`config.mk`:
```
export PLATFORM = sky130hd
export DESIGN_NAME = ppa_mod_unit
export DESIGN_NICKNAME = d
export VERILOG_FILES = /design/src/hw/rtl/ppa_pkg.sv /design/src/hw/rtl/ppa_mod_unit.sv
export SDC_FILE = /design/constraint.sdc
export NUM_CORES = 1
export LEC_CHECK = 0
export ABC_AREA = 1
export ABC_CLOCK_PERIOD_IN_PS = 2470
export BUFFER_PORTS_ARGS = -buffer_cell sky130_fd_sc_hd__buf_2
export CAP_MARGIN = 10
export CORE_ASPECT_RATIO = 0.5
export CORE_MARGIN = 4
export CORE_UTILIZATION = 57
export CTS_CLUSTER_SIZE = 20
export DETAILED_ROUTE_END_ITERATION = 10
export GPL_TIMING_DRIVEN = 0
export PLACE_DENSITY = 0.79
export SKIP_LAST_GASP = 1
export SLEW_MARGIN = 20
export SYNTH_ARGS = -nofsm -noshare
export SYNTH_HDL_FRONTEND = slang
export SYNTH_SLANG_ARGS = --single-unit
```
`constraint.sdc`:
```
create_clock -name clock -period 2.47 [get_ports clock]
set_clock_uncertainty 0.05 [all_clocks]
set_input_delay 0.494 -clock clock [delete_from_list [all_inputs] [get_ports clock]]
set_output_delay 0.494 -clock clock [all_outputs]
set_load 0.01 [all_outputs]
```
`src/hw/rtl/ppa_pkg.sv`:
```
// Shared codes and constants for the port pool allocator.
package ppa_pkg;

   // Kind of a request beat.
   localparam logic KIND_REQUEST = 1'b0;
   localparam logic KIND_RELEASE = 1'b1;

   // Result status codes.
   localparam logic [1:0] STATUS_OK    = 2'd0;
   localparam logic [1:0] STATUS_FAIL  = 2'd1;
   localparam logic [1:0] STATUS_RANGE = 2'd2;

   // Configuration register indexes.
   localparam logic [1:0] CSR_BASE_PORT   = 2'd0;
   localparam logic [1:0] CSR_ENTRY_COUNT = 2'd1;
   localparam logic [1:0] CSR_STRIDE_TWO  = 2'd2;

   // Entry codes: free, in use, first cooldown step. Bit two marks cooling.
   localparam logic [2:0] ENTRY_FREE       = 3'd0;
   localparam logic [2:0] ENTRY_USED       = 3'd1;
   localparam logic [2:0] ENTRY_COOL_START = 3'd4;
   localparam int         ENTRY_COOL_BIT   = 2;

   // Number of full passes a probe walk makes before it gives up.
   localparam logic [2:0] PASS_LIMIT = 3'd5;

   // Width of port numbers and hints.
   localparam int PORT_W = 16;

endpackage

```
`src/hw/rtl/ppa_mod_unit.sv`:
```
// Bit-serial remainder unit: dividend modulo divisor, one bit per cycle.
module ppa_mod_unit (
   input  logic                         clock,
   input  logic                         reset,
   input  logic                         start,
   input  logic [ppa_pkg::PORT_W-1:0]   dividend,
   input  logic [ppa_pkg::PORT_W-1:0]   divisor,
   output logic                         done,
   output logic [ppa_pkg::PORT_W-1:0]   remainder
);

   localparam int W  = ppa_pkg::PORT_W;
   localparam int CW = $clog2(W + 1);

   logic          active_ff, active_in;
   logic          done_ff, done_in;
   logic [CW-1:0] count_ff, count_in;
   logic [W-1:0]  dvd_ff, dvd_in;
   logic [W-1:0]  dsr_ff, dsr_in;
   logic [W-1:0]  rem_ff, rem_in;
   logic [W:0]    trial;

   // One restoring step: shift in the next dividend bit, subtract if it fits.
   always_comb begin
      trial     = {rem_ff, dvd_ff[W-1]};
      active_in = active_ff;
      done_in   = 1'b0;
      count_in  = count_ff;
      dvd_in    = dvd_ff;
      dsr_in    = dsr_ff;
      rem_in    = rem_ff;
      if (start) begin
         active_in = 1'b1;
         count_in  = CW'(W);
         dvd_in    = dividend;
         dsr_in    = divisor;
         rem_in    = '0;
      end else if (active_ff) begin
         dvd_in   = {dvd_ff[W-2:0], 1'b0};
         count_in = count_ff - CW'(1);
         if (trial >= {1'b0, dsr_ff}) begin
            rem_in = W'(trial - {1'b0, dsr_ff});
         end else begin
            rem_in = trial[W-1:0];
         end
         if (count_ff == CW'(1)) begin
            active_in = 1'b0;
            done_in   = 1'b1;
         end
      end
   end

   // Control state is reset; the datapath is not.
   always_ff @(posedge clock) begin
      if (reset) begin
         active_ff <= 1'b0;
         done_ff   <= 1'b0;
         count_ff  <= '0;
      end else begin
         active_ff <= active_in;
         done_ff   <= done_in;
         count_ff  <= count_in;
      end
   end

   always_ff @(posedge clock) begin
      dvd_ff <= dvd_in;
      dsr_ff <= dsr_in;
      rem_ff <= rem_in;
   end

   assign done      = done_ff;
   assign remainder = rem_ff;

endmodule

```
; After elaboration in Yosys (flattened, before gate mapping)
; Cells that the tools add are included.
[op_classes]
bitwise = 1
muxes = 9
div_mod_pow = 0
eq_ne = 1
n_reduce_logical = 3
n_shift = 0
add_sub_neg = 2
magnitude_cmp = 1
n_mul = 0
[ops]
columns = operator, count
row1 = 16-bit two-way mux, 3
row2 = 17-bit by 16-bit >= comparator with 1-bit output, 1
row3 = 16-bit subtractor, 1
row4 = 5-bit two-way mux, 2
row5 = 5-bit by 1-bit equality test with 1-bit output (second input constant), 1
row6 = 5-bit by 1-bit subtractor with 5-bit output (second input constant), 1
row7 = 1-bit two-way mux, 4
row8 = 3-bit OR reduction, 1
row9 = 2-bit nonzero test, 1
row10 = 2-bit OR reduction, 1
row11 = 1-bit NOT, 1
[totals]
mem_count = 0
romBits = 0
wordCells = 24
output_inout_bits = 17
regBits = 55
latch_bits = 0
ramBits = 0
input_bits = 35

; Depth between registers and ports, before layout
[depth]
depth_word = 4
depth_mapped = 14
depth_no_buf = 14

; Least setup slack after synthesis
; Ideal clock, no wire load.
[synth_timing]
path_kind = flip-flop to flip-flop
startpoint = reg rem_ff[10] (netlist: remainder[10])
endpoint = reg rem_ff[6] (netlist: remainder[6])
path_stages_with_launch = 13
setup_ns = 0.124
period_less_slack_ns = 1.831
required_time_ns = 2.296
arrival_time_ns = 1.657
n_path_buf = 1
path_slack_ns = 0.639
cell_sequence = dfxtp_1 > ha_1 > nand2_1 > inv_1 > nand2_1 > nand2_1 > nand2_1 > nand2_2 > nor2_4 > buf_4 > nand3_1 > nand3_2 > o21ai_2
[synth_between]
elab_chain_cells = 2
[synth_rtl]
columns = element, line
row1 = start: declaration, ppa_mod_unit.sv:20  ; logic [W-1:0] rem_ff, rem_in;
row2 = start signal: assignment, ppa_mod_unit.sv:69  ; rem_ff <= rem_in;
row3 = 17-bit by 16-bit >= comparator with 1-bit output, ppa_mod_unit.sv:41  ; if (trial >= {1'b0, dsr_ff}) begin
row4 = 16-bit two-way mux, ppa_mod_unit.sv:41
; Every way passes these cells.
; A chain may end at the register's enable or synchronous reset.

; Worst setup path in the final report
[layout_timing]
startpoint = reg rem_ff[9] (netlist: remainder[9])
endpoint = reg rem_ff[12] (netlist: remainder[12])
[layout_between]
elab_chain_cells = 2
elab_cells_between_ends = 3
cone_classes = add/sub: 1 / order compare: 1 / mux: 1
[layout_rtl]
columns = element, line
row1 = 16-bit subtractor / 17-bit by 16-bit >= comparator with 1-bit output (equally long branches), "ppa_mod_unit.sv:42, ppa_mod_unit.sv:41"
row2 = 16-bit two-way mux (*), ppa_mod_unit.sv:41
; Mark *: on every way between the ends. The rest lies on a longest branch, timed or not.

==> results.toml <==
[synthesis]
synth_area_leaders = "edfxtp_1 (28%), nand2_1 (17%), dfxtp_1 (14%)"
ys_seq_elements = 55
synth.net_count = 495
synth_top_flop_cell = "edfxtp_1"
ys_async_sr_fraction = 0
ys_types = 37
synth_edf_count = 32
synth_largest_area_cell = "edfxtp_1"
seq_area_frac_synth = 0.4201
synth_common_cells = "nand2_1 (155), inv_1 (72), edfxtp_1 (32), nand3_1 (32)"
syn_avg_cell_area_um2 = 7.672
synth_top_area_frac = 0.2840
synthCells = 441
yosys_warnings = 0
synth_most_common_cell = "nand2_1"
mappedNetlistArea_um2 = 3383

[setup_path]
cp.arrival_ns = 2.25
cp_slowest_cell = "ha_1"
r2r-start = "remainder[9]"
slowest_delay_ns = 0.40
critPathKind = "reg2reg"
r2r_slack_ns = 0.37
r2r_cells = 10
r2r-end = "remainder[12]"
required_ns = 2.62
startpoint_type = "flip-flop"
worst_setup_path_end_kind = "flip-flop"
critical_path.max_fanout = 10
worstPathCellList = "ha_1, nand2_1, nor2_1, and2_1, nand2_4, nand2_4, buf_8, nand3_2, nand3_1, nand2_1"

[worst_hold_path]
hold_end = "count_ff[4]"
worstHoldStart = "reset"
hold_path.class = "in2reg"
holdPathStages = 2

[clock_tree]
cts_tree = "done"
htreeDepth = 2
clk_pin_slew_ns = 0.07
clock_latency_ns = 0.30
cts-root-buf = "clkbuf_16"
clock_path_buffers = 2
cts.sinks = 55
postCtsSetupRepairBufs = 0
cts_made_buffers = 5
cts_hold_buffers = 0

[place]
place_congestion = 0.9187
port_buffers = 51
pre_cts_ws_ns = -0.1158
place_hpwl_um = 5477

[grt]
grt_pass1_vias = 2587
grt_first_pass_wirelength_um = 11940
antenna_found_initial = 0
grt_max_degree = 25
grt_use_total = 0.2037
grt-ovfl-total = 0

[final_layout]
multi_input_area_um2 = 1637
regArea_um2 = 1421
drive_above_1_share = 0.1860
area_growth_pct = 15.01
fillers = 498
antenna_cells = 0
final_nets = 553

[timing]
fin_crit_ns = 2.100
tns_ns = 0
max_freq_mhz = 476.1
tightest_slew_ns = 0.5106
finalCritPeriodShare = 0.8504
drv_slew = 0
finalWorstSetupSlack_ns = 0.3695
slew_headroom = 0.6593
setup_viol = 0
holdWs_ns = 0.3102
rsz0062_at_grt = "false"
hold_violations = 0

[route]
route.detailed.drc = 0
dr.pass1.iters = 5
drt-initial-drc-count = 170
routed-via-count = 2842
wl_per_cell_um = 12.46
finalWirelength_um = 7138
via_per_inst = 4.960
ant_nets = 0

[flow_run]
drv_cap = 0

[floorplan]
initial_core_util = 0.6030
die_h_um = 62.48
die_x_um = 117.0
dieArea_um2 = 7307
ios = 52
core_um2 = 5610
row_count = 19

[power]
finalPower_w = 0.002074
p_leak_nw = 2.067
ir_drop_uv = 338.0
power_density_nw_per_um2 = 532.9

[run_status]
status = "finished, final reports clean"
-- cell usage in the layout, fill, tap and decap left out, types with 6 or more instances in the layout --
master	count
o21ai_0	6
ha_1	18
buf_2	52
edfxtp_1	32
nor2_1	22
nand3_1	32
nand3b_1	8
a21oi_1	10
dfxtp_1	23
inv_1	72
nand2_1	155
nand3_2	12
-- how the worst max path moves through the flow --
stage	startpoint	to	slack (ns)	depth (start not counted)
floorplan	remainder[10]	remainder[6]	0.64	12
global placement	start	dvd_ff[9]	-0.11	4
detailed placement	start	active_ff	-0.12	6
CTS	start	remainder[3]	0.20	5
global route	remainder[9]	remainder[14]	0.20	10
finish	remainder[9]	remainder[12]	0.37	10
-- repair_timing --
| action | in CTS | in global routing |
|---|---|---|
| gates resized for setup | 0 | 1 |
| setup endpoints to repair | 0 | 1 |
| hold endpoints to repair | 0 | 0 |
-- critical path, delay by kind of cell (launching register included) --
family	cells	cell delay (ns)
simple gates	8	1.01
flops	1	0.36
buf+inv	1	0.16
fa+ha+maj	1	0.40
-- flip-flops by register name, summed over array words and instances, names as in the netlist --
register,flops
active_ff,1
count_ff,5
done,1
dsr_ff,16
dvd_ff,16
remainder,16
-- cell families (layout without fill, tap and decap cells) --
family          count (synthesis)  in the layout  synth area share
compound gates                 22             22           0.03773
xor+xnor                        8              8           0.02071
fa+ha+maj                      19             19           0.07249
buf+inv                        81            140           0.09689
flops                          55             55            0.4201
simple gates                  256            256            0.3521
-- area by class of cell --
cell class	instances	area share
inverter	74	0.07138
buffer	7	0.01286
tap	73	0.02347
timing repair buffer	51	0.06559
clock inverter	2	0.005145
clock buffer	6	0.03569
sequential	55	0.3653
multi-input combinational	305	0.4206
-- layer usage --
layer  routed length [um]  GRT usage  part of all wire  up-vias
li1                     -          -                 -     1504
met1                 3520     0.2879              0.49     1257
met2                 3037     0.3137              0.43       74
met3                  531    0.05996             0.074        7
met4                   48    0.03433            0.0067        0
met5                    0          0                 0        -
-- report_power, final --
group	total, W	switching [W]	internal, W
Sequential	0.00105	0.0000199	0.00103
Combinational	0.000266	0.000169	0.0000975
Clock	0.000753	0.000340	0.000413
-- stage by stage --
step	cells	utilization	cell area [um2]
floorplan	441	-	3383
global placement	565	0.6648	3730
detailed placement	565	0.6648	3730
CTS	573	0.6931	3889
global route	573	0.6936	3891
finish	573	0.6936	3891
Power figures use the tool's default switching activity.
